===== config.mk =====
export PLATFORM = sky130hd
export DESIGN_NAME = space_to_tab_output_compressor
export DESIGN_NICKNAME = d
export VERILOG_FILES = /design/src/rtl/stc_pkg.sv /design/src/rtl/stc_div.sv /design/src/rtl/stc_dp.sv /design/src/rtl/stc_ctrl.sv /design/src/rtl/space_to_tab_output_compressor.sv
export SDC_FILE = /design/constraint.sdc
export NUM_CORES = 1
export LEC_CHECK = 0
export CAP_MARGIN = 30
export CORE_MARGIN = 2
export CORE_UTILIZATION = 25
export CTS_CLUSTER_DIAMETER = 40
export DETAILED_ROUTE_END_ITERATION = 12
export DONT_BUFFER_PORTS = 1
export PLACE_DENSITY = 0.49
export SETUP_SLACK_MARGIN = 0.2
export SYNTH_ARGS = -nofsm -noshare
export SYNTH_HDL_FRONTEND = slang
export SYNTH_SLANG_ARGS = --single-unit

===== constraint.sdc =====
create_clock -name i_clk -period 6.85 [get_ports i_clk]
set_input_delay 0 -clock i_clk [delete_from_list [all_inputs] [get_ports i_clk]]
set_output_delay 0 -clock i_clk [all_outputs]
set_load 0.02 [all_outputs]

===== src/rtl/stc_pkg.sv =====
// shared constants, types and codes of the space-to-tab output compressor
package stc_pkg;

    // column range and derived widths
    localparam int MAX_COLUMN = 256;
    localparam int COL_W      = $clog2(MAX_COLUMN + 1);
    localparam int BYTE_W     = 8;
    localparam int GAP_W      = 8;
    localparam int CNT_W      = 9;
    localparam int CMP_W      = (COL_W > GAP_W) ? COL_W : GAP_W;

    localparam logic [COL_W-1:0] COL_MAX = COL_W'(MAX_COLUMN);

    // divider: quotient bits resolved per cycle
    localparam int DIV_BITS  = 3;
    localparam int DIV_CYC   = (COL_W + DIV_BITS - 1) / DIV_BITS;
    localparam int DIV_W     = DIV_CYC * DIV_BITS;
    localparam int DIV_CNT_W = $clog2(DIV_CYC + 1);

    // configuration register indexes
    localparam int CFG_IDX_W = 3;
    localparam logic [CFG_IDX_W-1:0] CFG_COMPRESS_ENABLE = CFG_IDX_W'(0);
    localparam logic [CFG_IDX_W-1:0] CFG_FILL_CHAR       = CFG_IDX_W'(1);
    localparam logic [CFG_IDX_W-1:0] CFG_GAP             = CFG_IDX_W'(2);
    localparam logic [CFG_IDX_W-1:0] CFG_SINGLE_SPACE    = CFG_IDX_W'(3);
    localparam logic [CFG_IDX_W-1:0] CFG_PASS_THROUGH    = CFG_IDX_W'(4);

    // register reset values
    localparam logic [GAP_W-1:0] GAP_RESET = 8'd8;

    // byte codes
    localparam logic [BYTE_W-1:0] CH_BS       = 8'h08;
    localparam logic [BYTE_W-1:0] CH_TAB      = 8'h09;
    localparam logic [BYTE_W-1:0] CH_NL       = 8'h0A;
    localparam logic [BYTE_W-1:0] CH_CR       = 8'h0D;
    localparam logic [BYTE_W-1:0] CH_ESC      = 8'h1B;
    localparam logic [BYTE_W-1:0] CH_SPACE    = 8'h20;
    localparam logic [BYTE_W-1:0] CH_PRINT_LO = 8'h21;
    localparam logic [BYTE_W-1:0] CH_PRINT_HI = 8'h7E;

    // hardware tab stops every 8 columns
    localparam logic [COL_W-1:0] TAB_MASK = COL_W'(7);

    typedef enum logic [2:0] {
        ST_IDLE,
        ST_DECIDE,
        ST_MOD,
        ST_DIV,
        ST_DONE
    } t_state;

    typedef struct packed {
        logic load;
        logic decide;
        logic take_start;
        logic finish;
    } t_cmd;

    typedef struct packed {
        logic need_div;
        logic div_done;
        logic take;
        logic out_free;
    } t_status;

endpackage


===== src/rtl/stc_div.sv =====
// iterative restoring divider, DIV_BITS quotient bits per cycle
module stc_div (
    input  logic                        i_clk,
    input  logic                        i_rst_n,
    input  logic                        i_start,
    input  logic [stc_pkg::COL_W-1:0]   i_dividend,
    input  logic [stc_pkg::GAP_W-1:0]   i_divisor,
    output logic                        o_done,
    output logic [stc_pkg::COL_W-1:0]   o_quo,
    output logic [stc_pkg::GAP_W-1:0]   o_rem
);
    import stc_pkg::*;

    logic [DIV_CNT_W-1:0] r_cnt;
    logic [GAP_W-1:0]     r_rem, n_rem;
    logic [DIV_W-1:0]     r_dvd, n_dvd;

    always_comb begin
        logic [GAP_W:0] t;
        n_rem = r_rem;
        n_dvd = r_dvd;
        t     = '0;
        for (int k = 0; k < DIV_BITS; k++) begin
            t     = {n_rem, n_dvd[DIV_W-1]};
            n_dvd = {n_dvd[DIV_W-2:0], 1'b0};
            if (t >= {1'b0, i_divisor}) begin
                n_rem    = GAP_W'(t - {1'b0, i_divisor});
                n_dvd[0] = 1'b1;
            end else begin
                n_rem = t[GAP_W-1:0];
            end
        end
    end

    always_ff @(posedge i_clk) begin
        if (!i_rst_n) begin
            r_cnt <= '0;
        end else if (i_start) begin
            r_cnt <= DIV_CNT_W'(DIV_CYC);
        end else if (r_cnt != '0) begin
            r_cnt <= r_cnt - 1'b1;
        end
    end

    always_ff @(posedge i_clk) begin
        if (i_start) begin
            r_rem <= '0;
            r_dvd <= DIV_W'(i_dividend);
        end else if (r_cnt != '0) begin
            r_rem <= n_rem;
            r_dvd <= n_dvd;
        end
    end

    assign o_done = (r_cnt == '0);
    assign o_quo  = r_dvd[COL_W-1:0];
    assign o_rem  = r_rem;

endmodule


===== src/rtl/stc_dp.sv =====
// datapath: configuration, column state, flush arithmetic and result register
module stc_dp (
    input  logic                            i_clk,
    input  logic                            i_rst_n,
    input  logic                            i_cfg_valid,
    input  logic [stc_pkg::CFG_IDX_W-1:0]   i_cfg_index,
    input  logic [stc_pkg::BYTE_W-1:0]      i_cfg_data,
    input  logic [stc_pkg::BYTE_W-1:0]      i_in_byte,
    input  stc_pkg::t_cmd                   i_cmd,
    output stc_pkg::t_status                o_status,
    input  logic                            i_out_ready,
    output logic                            o_out_valid,
    output logic [stc_pkg::CNT_W-1:0]       o_fill_count,
    output logic [stc_pkg::CNT_W-1:0]       o_space_count,
    output logic                            o_byte_valid,
    output logic [stc_pkg::BYTE_W-1:0]      o_out_byte,
    output logic [stc_pkg::CNT_W-1:0]       o_column_after
);
    import stc_pkg::*;

    function automatic logic [COL_W-1:0] sat_inc(input logic [COL_W-1:0] v);
        logic [COL_W:0] s;
        s = {1'b0, v} + 1'b1;
        return (s > {1'b0, COL_MAX}) ? COL_MAX : s[COL_W-1:0];
    endfunction

    // configuration (the fill byte value itself is applied by the sink)
    logic             r_compress_enable;
    logic [GAP_W-1:0] r_gap;
    logic             r_single_space;
    logic             r_pass_through;

    // architectural state
    logic [COL_W-1:0] r_column;
    logic [COL_W-1:0] r_held;

    // per-item working registers
    logic [BYTE_W-1:0] r_byte;
    logic [COL_W-1:0]  r_colw;
    logic [COL_W-1:0]  r_h;
    logic [COL_W-1:0]  r_h1;
    logic              r_took;

    // result register
    logic              r_o_valid;
    logic [CNT_W-1:0]  r_o_fill;
    logic [CNT_W-1:0]  r_o_space;
    logic              r_o_bvalid;
    logic [BYTE_W-1:0] r_o_byte;
    logic [CNT_W-1:0]  r_o_col;

    logic is_space, is_nl, is_bs, is_tab, is_print;
    logic [COL_W-1:0] col_a, held_a, pos;
    logic [GAP_W-1:0] ns0;
    logic [COL_W-1:0] h1;
    logic             take;
    logic             div_start, div_done;
    logic [COL_W-1:0] div_dividend, div_quo;
    logic [GAP_W-1:0] div_rem;
    logic [COL_W-1:0] fills, spaces, new_col, space_col;
    logic [COL_W:0]   tab_col;

    always_ff @(posedge i_clk) begin
        if (!i_rst_n) begin
            r_compress_enable <= 1'b0;
            r_gap             <= GAP_RESET;
            r_single_space    <= 1'b0;
            r_pass_through    <= 1'b0;
        end else if (i_cfg_valid) begin
            case (i_cfg_index)
                CFG_COMPRESS_ENABLE: r_compress_enable <= i_cfg_data[0];
                CFG_GAP:             r_gap             <= i_cfg_data;
                CFG_SINGLE_SPACE:    r_single_space    <= i_cfg_data[0];
                CFG_PASS_THROUGH:    r_pass_through    <= i_cfg_data[0];
                default: ;
            endcase
        end
    end

    // byte class
    always_comb begin
        is_space = (r_byte == CH_SPACE);
        is_nl    = (r_byte inside {CH_NL, CH_CR});
        is_bs    = (r_byte inside {CH_BS, CH_ESC});
        is_tab   = (r_byte == CH_TAB);
        is_print = (r_byte inside {[CH_PRINT_LO:CH_PRINT_HI]});
    end

    // column and held count before the flush, and where the run began
    always_comb begin
        col_a  = r_column;
        held_a = r_held;
        if (is_nl) begin
            col_a  = '0;
            held_a = '0;
        end else if (is_bs) begin
            if (r_column != '0) col_a  = r_column - 1'b1;
            if (r_held != '0)   held_a = r_held - 1'b1;
        end
        pos = (col_a >= held_a) ? (col_a - held_a) : '0;
    end

    // first fill stop: distance from run start, single space rule
    always_comb begin
        ns0  = r_gap - div_rem;
        take = (CMP_W'(r_h) >= CMP_W'(ns0))
               && !(r_single_space && (ns0 == GAP_W'(1)) && (r_h == COL_W'(1)));
        h1   = COL_W'(CMP_W'(r_h) - CMP_W'(ns0));
    end

    assign div_start    = i_cmd.decide | i_cmd.take_start;
    assign div_dividend = i_cmd.decide ? pos : h1;

    stc_div u_div (
        .i_clk      (i_clk),
        .i_rst_n    (i_rst_n),
        .i_start    (div_start),
        .i_dividend (div_dividend),
        .i_divisor  (r_gap),
        .o_done     (div_done),
        .o_quo      (div_quo),
        .o_rem      (div_rem)
    );

    always_ff @(posedge i_clk) begin
        if (i_cmd.load) begin
            r_byte <= i_in_byte;
        end
        if (i_cmd.decide) begin
            r_colw <= col_a;
            r_h    <= held_a;
            r_took <= 1'b0;
        end else if (i_cmd.take_start) begin
            r_took <= 1'b1;
            r_h1   <= h1;
        end
    end

    // fill and space split of the flushed run
    always_comb begin
        fills  = '0;
        spaces = r_h;
        if (r_took) begin
            if ((r_gap == GAP_W'(1)) && r_single_space && (r_h1 != '0)) begin
                // last space of the run may not become a fill
                fills  = r_h1;
                spaces = COL_W'(1);
            end else begin
                fills  = div_quo + 1'b1;
                spaces = COL_W'(div_rem);
            end
        end
    end

    // column after a non-space byte
    always_comb begin
        tab_col   = {1'b0, r_colw | TAB_MASK} + 1'b1;
        space_col = sat_inc(r_column);
        new_col   = r_colw;
        if (is_tab) begin
            new_col = (tab_col > {1'b0, COL_MAX}) ? COL_MAX : tab_col[COL_W-1:0];
        end else if (is_print) begin
            new_col = sat_inc(r_colw);
        end
    end

    always_ff @(posedge i_clk) begin
        if (!i_rst_n) begin
            r_column <= '0;
            r_held   <= '0;
        end else if (i_cmd.finish && !r_pass_through) begin
            if (is_space) begin
                r_column <= space_col;
                r_held   <= sat_inc(r_held);
            end else begin
                r_column <= new_col;
                r_held   <= '0;
            end
        end
    end

    always_ff @(posedge i_clk) begin
        if (!i_rst_n) begin
            r_o_valid <= 1'b0;
        end else if (i_cmd.finish) begin
            r_o_valid <= 1'b1;
        end else if (i_out_ready) begin
            r_o_valid <= 1'b0;
        end
    end

    always_ff @(posedge i_clk) begin
        if (i_cmd.finish) begin
            if (r_pass_through) begin
                r_o_fill   <= '0;
                r_o_space  <= '0;
                r_o_bvalid <= 1'b1;
                r_o_byte   <= r_byte;
                r_o_col    <= CNT_W'(r_column);
            end else if (is_space) begin
                r_o_fill   <= '0;
                r_o_space  <= '0;
                r_o_bvalid <= 1'b0;
                r_o_byte   <= '0;
                r_o_col    <= CNT_W'(space_col);
            end else begin
                r_o_fill   <= CNT_W'(fills);
                r_o_space  <= CNT_W'(spaces);
                r_o_bvalid <= 1'b1;
                r_o_byte   <= r_byte;
                r_o_col    <= CNT_W'(new_col);
            end
        end
    end

    always_comb begin
        o_status.need_div = !r_pass_through && !is_space && r_compress_enable
                            && (r_gap != '0) && (held_a != '0);
        o_status.div_done = div_done;
        o_status.take     = take;
        o_status.out_free = !r_o_valid || i_out_ready;
    end

    assign o_out_valid    = r_o_valid;
    assign o_fill_count   = r_o_fill;
    assign o_space_count  = r_o_space;
    assign o_byte_valid   = r_o_bvalid;
    assign o_out_byte     = r_o_byte;
    assign o_column_after = r_o_col;

endmodule


===== src/rtl/stc_ctrl.sv =====
// controller state machine sequencing one byte through the datapath
module stc_ctrl (
    input  logic              i_clk,
    input  logic              i_rst_n,
    input  logic              i_in_valid,
    output logic              o_in_ready,
    input  stc_pkg::t_status  i_status,
    output stc_pkg::t_cmd     o_cmd
);
    import stc_pkg::*;

    t_state r_state, n_state;

    always_ff @(posedge i_clk) begin
        if (!i_rst_n) begin
            r_state <= ST_IDLE;
        end else begin
            r_state <= n_state;
        end
    end

    always_comb begin
        n_state = r_state;
        case (r_state)
            ST_IDLE: begin
                if (i_in_valid) n_state = ST_DECIDE;
            end
            ST_DECIDE: begin
                n_state = i_status.need_div ? ST_MOD : ST_DONE;
            end
            ST_MOD: begin
                if (i_status.div_done) n_state = i_status.take ? ST_DIV : ST_DONE;
            end
            ST_DIV: begin
                if (i_status.div_done) n_state = ST_DONE;
            end
            ST_DONE: begin
                if (i_status.out_free) n_state = ST_IDLE;
            end
            default: n_state = ST_IDLE;
        endcase
    end

    always_comb begin
        o_in_ready       = 1'b0;
        o_cmd            = '0;
        case (r_state)
            ST_IDLE: begin
                o_in_ready = 1'b1;
                o_cmd.load = i_in_valid;
            end
            ST_DECIDE: begin
                o_cmd.decide = 1'b1;
            end
            ST_MOD: begin
                o_cmd.take_start = i_status.div_done && i_status.take;
            end
            ST_DIV: ;
            ST_DONE: begin
                o_cmd.finish = i_status.out_free;
            end
            default: ;
        endcase
    end

endmodule


===== src/rtl/space_to_tab_output_compressor.sv =====
// top level of the space-to-tab output compressor
//
// Sits in front of a text output device and takes one byte per input beat.
// Spaces are held back while the output column is tracked; when any other
// byte arrives the held run is flushed and the result beat tells the sink
// how many fill characters (one per fill stop of the configured gap,
// measured from the column where the run began) and how many plain spaces
// to send before the byte itself. Newline and carriage return clear the
// column and drop held spaces, backspace and escape step both back by one,
// tab moves to the next multiple of 8, and the column saturates at
// MAX_COLUMN. A held space produces a beat with byte_valid low. The block
// works on one byte at a time: a held space, a pass-through byte, a byte
// with nothing held, or a flush with compression off or a gap of zero
// takes the decide and done states; a compressed run also takes the
// modulo state, and the divide state too when it reaches a fill stop;
// done waits while the sink stalls a pending result. The extra states
// use the shared divider, which resolves 3 quotient bits per cycle and
// runs once for the run's offset within the gap and once more to split
// the rest into whole gaps. One result beat waits in the output register
// while the next byte is accepted and worked on. Configuration writes
// are always accepted and must only be issued while the block is idle;
// the fill byte value is sent by the sink and not stored here.
module space_to_tab_output_compressor (
    input  logic                            i_clk,
    input  logic                            i_rst_n,
    // configuration write channel
    input  logic                            i_cfg_valid,
    output logic                            o_cfg_ready,
    input  logic [stc_pkg::CFG_IDX_W-1:0]   i_cfg_index,
    input  logic [stc_pkg::BYTE_W-1:0]      i_cfg_data,
    // input byte channel
    input  logic                            i_in_valid,
    output logic                            o_in_ready,
    input  logic [stc_pkg::BYTE_W-1:0]      i_in_byte,
    // result channel
    output logic                            o_out_valid,
    input  logic                            i_out_ready,
    output logic [stc_pkg::CNT_W-1:0]       o_fill_count,
    output logic [stc_pkg::CNT_W-1:0]       o_space_count,
    output logic                            o_byte_valid,
    output logic [stc_pkg::BYTE_W-1:0]      o_out_byte,
    output logic [stc_pkg::CNT_W-1:0]       o_column_after
);
    import stc_pkg::*;

    t_cmd    cmd;
    t_status status;

    // register writes are always accepted
    assign o_cfg_ready = 1'b1;

    stc_ctrl u_ctrl (
        .i_clk      (i_clk),
        .i_rst_n    (i_rst_n),
        .i_in_valid (i_in_valid),
        .o_in_ready (o_in_ready),
        .i_status   (status),
        .o_cmd      (cmd)
    );

    stc_dp u_dp (
        .i_clk          (i_clk),
        .i_rst_n        (i_rst_n),
        .i_cfg_valid    (i_cfg_valid),
        .i_cfg_index    (i_cfg_index),
        .i_cfg_data     (i_cfg_data),
        .i_in_byte      (i_in_byte),
        .i_cmd          (cmd),
        .o_status       (status),
        .i_out_ready    (i_out_ready),
        .o_out_valid    (o_out_valid),
        .o_fill_count   (o_fill_count),
        .o_space_count  (o_space_count),
        .o_byte_valid   (o_byte_valid),
        .o_out_byte     (o_out_byte),
        .o_column_after (o_column_after)
    );

endmodule


==> run metrics <==
run status finished, violations left; violated checks hold timing; standard-cell row count 69; average wire per cell in the routed design about 18 um; Std-Cell Core Area 35740 um2; maximum resistive drop on vdd between 0.0003 and 0.0004 V; cell at the slowest stage of the critical path sky130_fd_sc_hd__dfxtp_1; TritonCTS clock tree yes; leakage power of the design between 3 and 4 nW; final wirelength around 26 mm; portion of the post-synthesis area used by sequential elements 0.3606; share of the synthesized area in the top cell type 0.2638; unrepaired setup endpoints after global routing false; most common library cells after synthesis sky130_fd_sc_hd__nor2_1 (93), sky130_fd_sc_hd__edfxtp_1 (80), sky130_fd_sc_hd__inv_1 (73), sky130_fd_sc_hd__nand2_1 (60), sky130_fd_sc_hd__ha_1 (59); final weighted congestion of routability-driven global placement ~0.86; type of the worst setup path reg -> reg; post-synth top area cell sky130_fd_sc_hd__edfxtp_1; Final Hold Vio Count 1; slew of the pin with the lowest slew margin approximately 0.87 ns; cell chain of the critical path inv_1, ha_1, and3b_1, nor3_1, o211a_1, nor2_1, a21oi_1, inv_1, ha_1, nand4_1, nor2_1, a41o_1, a31oi_1, and2_2, mux2i_1, ha_1, o21a_1, o31a_1, o31a_1, o22ai_1, o21a_1, o21ai_4, a221o_1; clock slew at reported path FFs approximately 0.06 ns; Max Buffers Root-to-Sink 2; Syn Inst Count ~1000; Post-Syn Nets between 1000 and 1500; #FFs+latches synth 124; number of enable flip-flop cells after synthesis 80; post-route clock period utilization 0.8955; most used flip-flop cell after synthesis sky130_fd_sc_hd__edfxtp_1; total non-filler cell area in the finished layout between 10000 and 15000 um2; Max stage delay on crit path about 0.49 ns; crit path capture type flip-flop; share of cells above drive strength 1 0.09623; Area contributors post-synth sky130_fd_sc_hd__edfxtp_1 (26%), sky130_fd_sc_hd__dfxtp_1 (9.7%), sky130_fd_sc_hd__ha_1 (8.1%); total overflow reported by the global router 0; pin count of the biggest net entering global routing 37; Final Critical Period between 6 and 7 ns; mean cell area of the mapped netlist between 9 and 10 um2; Remaining DRCs 0; synthesis-to-finish area growth 14.84%; number of sinks on the clock net between 100 and 150; number of buffers created by CTS 17; maximum fanout along the worst path 11; worst hold-check path type in -> reg; Max Clock Freq 0.1630 GHz; count of input and output buffers 0; number of pins exceeding their max-slew limit in the final report 0; number of buffers inserted by post-CTS setup repair 0; utilization of the core after routing 0.2926; setup tns final 0 ns; cell with the most instances on the worst path sky130_fd_sc_hd__ha_1; total number of H-tree levels 4; number of max-cap violations 0; Post-Route Skew approximately 0.012 ns; data required time at the worst endpoint about 7.0 ns; cell area after technology mapping about 9000 um2; chip height 194.8 um; number of failing setup endpoints in the final timing report 0; count of inserted antenna diode cells 0; wire length of the first global-routing pass approximately 41 mm; vias post-DR between 7000 and 8000; most frequent cell after synthesis sky130_fd_sc_hd__nor2_1; Placement Cell Area 9513 um2; final worst hold slack -0.002283 ns; Synth Warn # 0; post-synthesis async set-or-reset flop share 0; vias in the first global route a little over 7000; Cell variety after synth slightly below 90; Total Die Area approximately 38000 um2; largest delay contributor family on the critical path compound AO/OA/AOI/OAI gates; relative max-transition margin 0.4172; number of antenna violations at the first check in global routing 0; combined global-route utilization of all metal layers 0.1390; Skew-Pair Late Insertion Delay between 0.4 and 0.5 ns; remaining antenna violation count after routing 0; Critical Path AT 6.30 ns; kind of launch point of the worst setup path flip-flop; horizontal extent of the die a little under 200 um; Initial DRT Pass Iterations 5; effective utilization at floorplan 0.2547; Vias/cell 5.011; I/O Pins 63; half-perimeter wire length of the detailed placement result about 20 mm; buffers plus inverters on the worst setup path 2; total power per unit cell area approximately 500 nW/um2; net count reported at finish 1084; Clock Root Buffer sky130_fd_sc_hd__clkbuf_16; drt first-iter violations about 540
worst register-to-register path, stage by stage (launching register included):
cell and delay (ns):
sky130_fd_sc_hd__dfxtp_1 0.49, sky130_fd_sc_hd__inv_1 0.25, sky130_fd_sc_hd__ha_1 0.34, sky130_fd_sc_hd__and3b_1 0.19
sky130_fd_sc_hd__nor3_1 0.25, sky130_fd_sc_hd__o211a_1 0.38, sky130_fd_sc_hd__nor2_1 0.07, sky130_fd_sc_hd__a21oi_1 0.27
sky130_fd_sc_hd__inv_1 0.09, sky130_fd_sc_hd__ha_1 0.30, sky130_fd_sc_hd__nand4_1 0.11, sky130_fd_sc_hd__nor2_1 0.05
sky130_fd_sc_hd__a41o_1 0.22, sky130_fd_sc_hd__a31oi_1 0.34, sky130_fd_sc_hd__and2_2 0.35, sky130_fd_sc_hd__mux2i_1 0.30
sky130_fd_sc_hd__ha_1 0.34, sky130_fd_sc_hd__o21a_1 0.20, sky130_fd_sc_hd__o31a_1 0.13, sky130_fd_sc_hd__o31a_1 0.26
sky130_fd_sc_hd__o22ai_1 0.22, sky130_fd_sc_hd__o21a_1 0.24, sky130_fd_sc_hd__o21ai_4 0.15, sky130_fd_sc_hd__a221o_1 0.35
final cells by class:
class,instances,area [um2]
clock buffer,22,518.0
clock inverter,10,122.6
fill,3782,25290
inverter,73,274.0
multi-input combinational,742,5324
sequential,124,3283
tap,461,576.8
timing repair buffer,37,357.8
logic make-up after synthesis:
kind of cell,after synthesis,share of synthesized area
compound gates,244,0.1997
xor+xnor,65,0.06253
fa+ha+maj,65,0.09427
buf+inv,129,0.05579
flops,124,0.3606
mux,26,0.02996
other cells,1,0.0004119
simple gates,341,0.1968
through the flow:
stage / power [mW] / std cells / setup slack (ns)
4_1_cts: 5.194 / 1468 / 0.5912
6_report: 5.236 / 1469 / 0.7159
5_1_grt: 5.614 / 1469 / 0.2449
2_1_floorplan: 3.469 / 995 / 1.160
3_5_place_dp: 4.182 / 1408 / 0.6004
3_3_place_gp: 4.184 / 1408 / 0.7509
where the power goes:
part | switching [mW] | leakage, nW | internal (mW)
sequential | 0.137 | 1.11 | 0.949
combinational | 1.84 | 2.49 | 1.34
clock | 0.363 | 0.313 | 0.614
flip-flops by register name (all words and copies together), names as in the netlist:
signal / flops
u_dp.u_div.o_quo: 9
u_dp.r_took: 1
u_dp.o_space_count: 9
u_dp.r_single_space: 1
u_dp.r_held: 9
u_dp.r_column: 9
u_dp.u_div.r_cnt: 2
u_dp.r_byte: 8
u_dp.r_pass_through: 1
u_dp.o_byte_valid: 1
u_dp.u_div.o_rem: 8
u_dp.o_out_byte: 8
u_dp.o_fill_count: 9
u_ctrl.r_state: 3
u_dp.o_column_after: 9
u_dp.r_compress_enable: 1
u_dp.r_colw: 9
u_dp.o_out_valid: 1
u_dp.r_h1: 9
u_dp.r_h: 9
u_dp.r_gap: 8
worst paths after layout:
check / startpoint / endpoint / slack, ns / depth (start not counted)
worst max-delay path: u_dp.r_gap[1]$_SDFFE_PN0P_ / u_dp.u_div.o_quo[0]$_DFFE_PP_ / 0.72 / 23
worst min-delay path: i_cfg_index[1] / u_dp.r_gap[0]$_SDFFE_PN0P_ / -0.002 / 4
worst max register to register: u_dp.r_gap[1]$_SDFFE_PN0P_ / u_dp.u_div.o_quo[0]$_DFFE_PP_ / 0.72 / 23
worst min register to register: u_dp.r_gap[2]$_SDFFE_PN0P_ / u_dp.r_gap[2]$_SDFFE_PN0P_ / 0.50 / 2
layer usage:
layer / wire length (um) / global-route usage / share of wire
met5: 0 / 0 / 0
met3: 1191 / 0.02655 / 0.046
met4: 367 / 0.04043 / 0.014
met2: 11200 / 0.2085 / 0.43
met1: 13350 / 0.2014 / 0.51
cell usage in the layout (no fill, tap or decap), types with 9 or more instances in the layout:
cell type                        n
sky130_fd_sc_hd__xnor2_1        34
sky130_fd_sc_hd__nand2_1        60
sky130_fd_sc_hd__nand4_1        15
sky130_fd_sc_hd__o211ai_1       11
sky130_fd_sc_hd__nor2_1         93
sky130_fd_sc_hd__mux2i_1        16
sky130_fd_sc_hd__a31oi_1        10
sky130_fd_sc_hd__a211oi_1       14
sky130_fd_sc_hd__dfxtp_1        44
sky130_fd_sc_hd__o21ai_0        38
sky130_fd_sc_hd__or2_2          16
sky130_fd_sc_hd__a21o_1         11
sky130_fd_sc_hd__ha_1           59
sky130_fd_sc_hd__nor3_1         22
sky130_fd_sc_hd__a21boi_0       13
sky130_fd_sc_hd__a21oi_1        39
sky130_fd_sc_hd__nand3_1        38
sky130_fd_sc_hd__clkbuf_16      20
sky130_fd_sc_hd__inv_1          73
sky130_fd_sc_hd__edfxtp_1       80
sky130_fd_sc_hd__nor2b_1        15
sky130_fd_sc_hd__xor2_1         31
sky130_fd_sc_hd__o21a_1         13
sky130_fd_sc_hd__dlygate4sd3_1  27
sky130_fd_sc_hd__mux2_2         10
sky130_fd_sc_hd__and3_1         15
sky130_fd_sc_hd__o22ai_1         9
what timing repair did:
action | CTS | global route
endpoints found under the hold margin | 43 | 0
setup endpoints to repair | 0 | 9
hold buffers | 28 | 0
gates resized for setup | 0 | 3
Note: power is estimated with default switching activity, not from simulation.
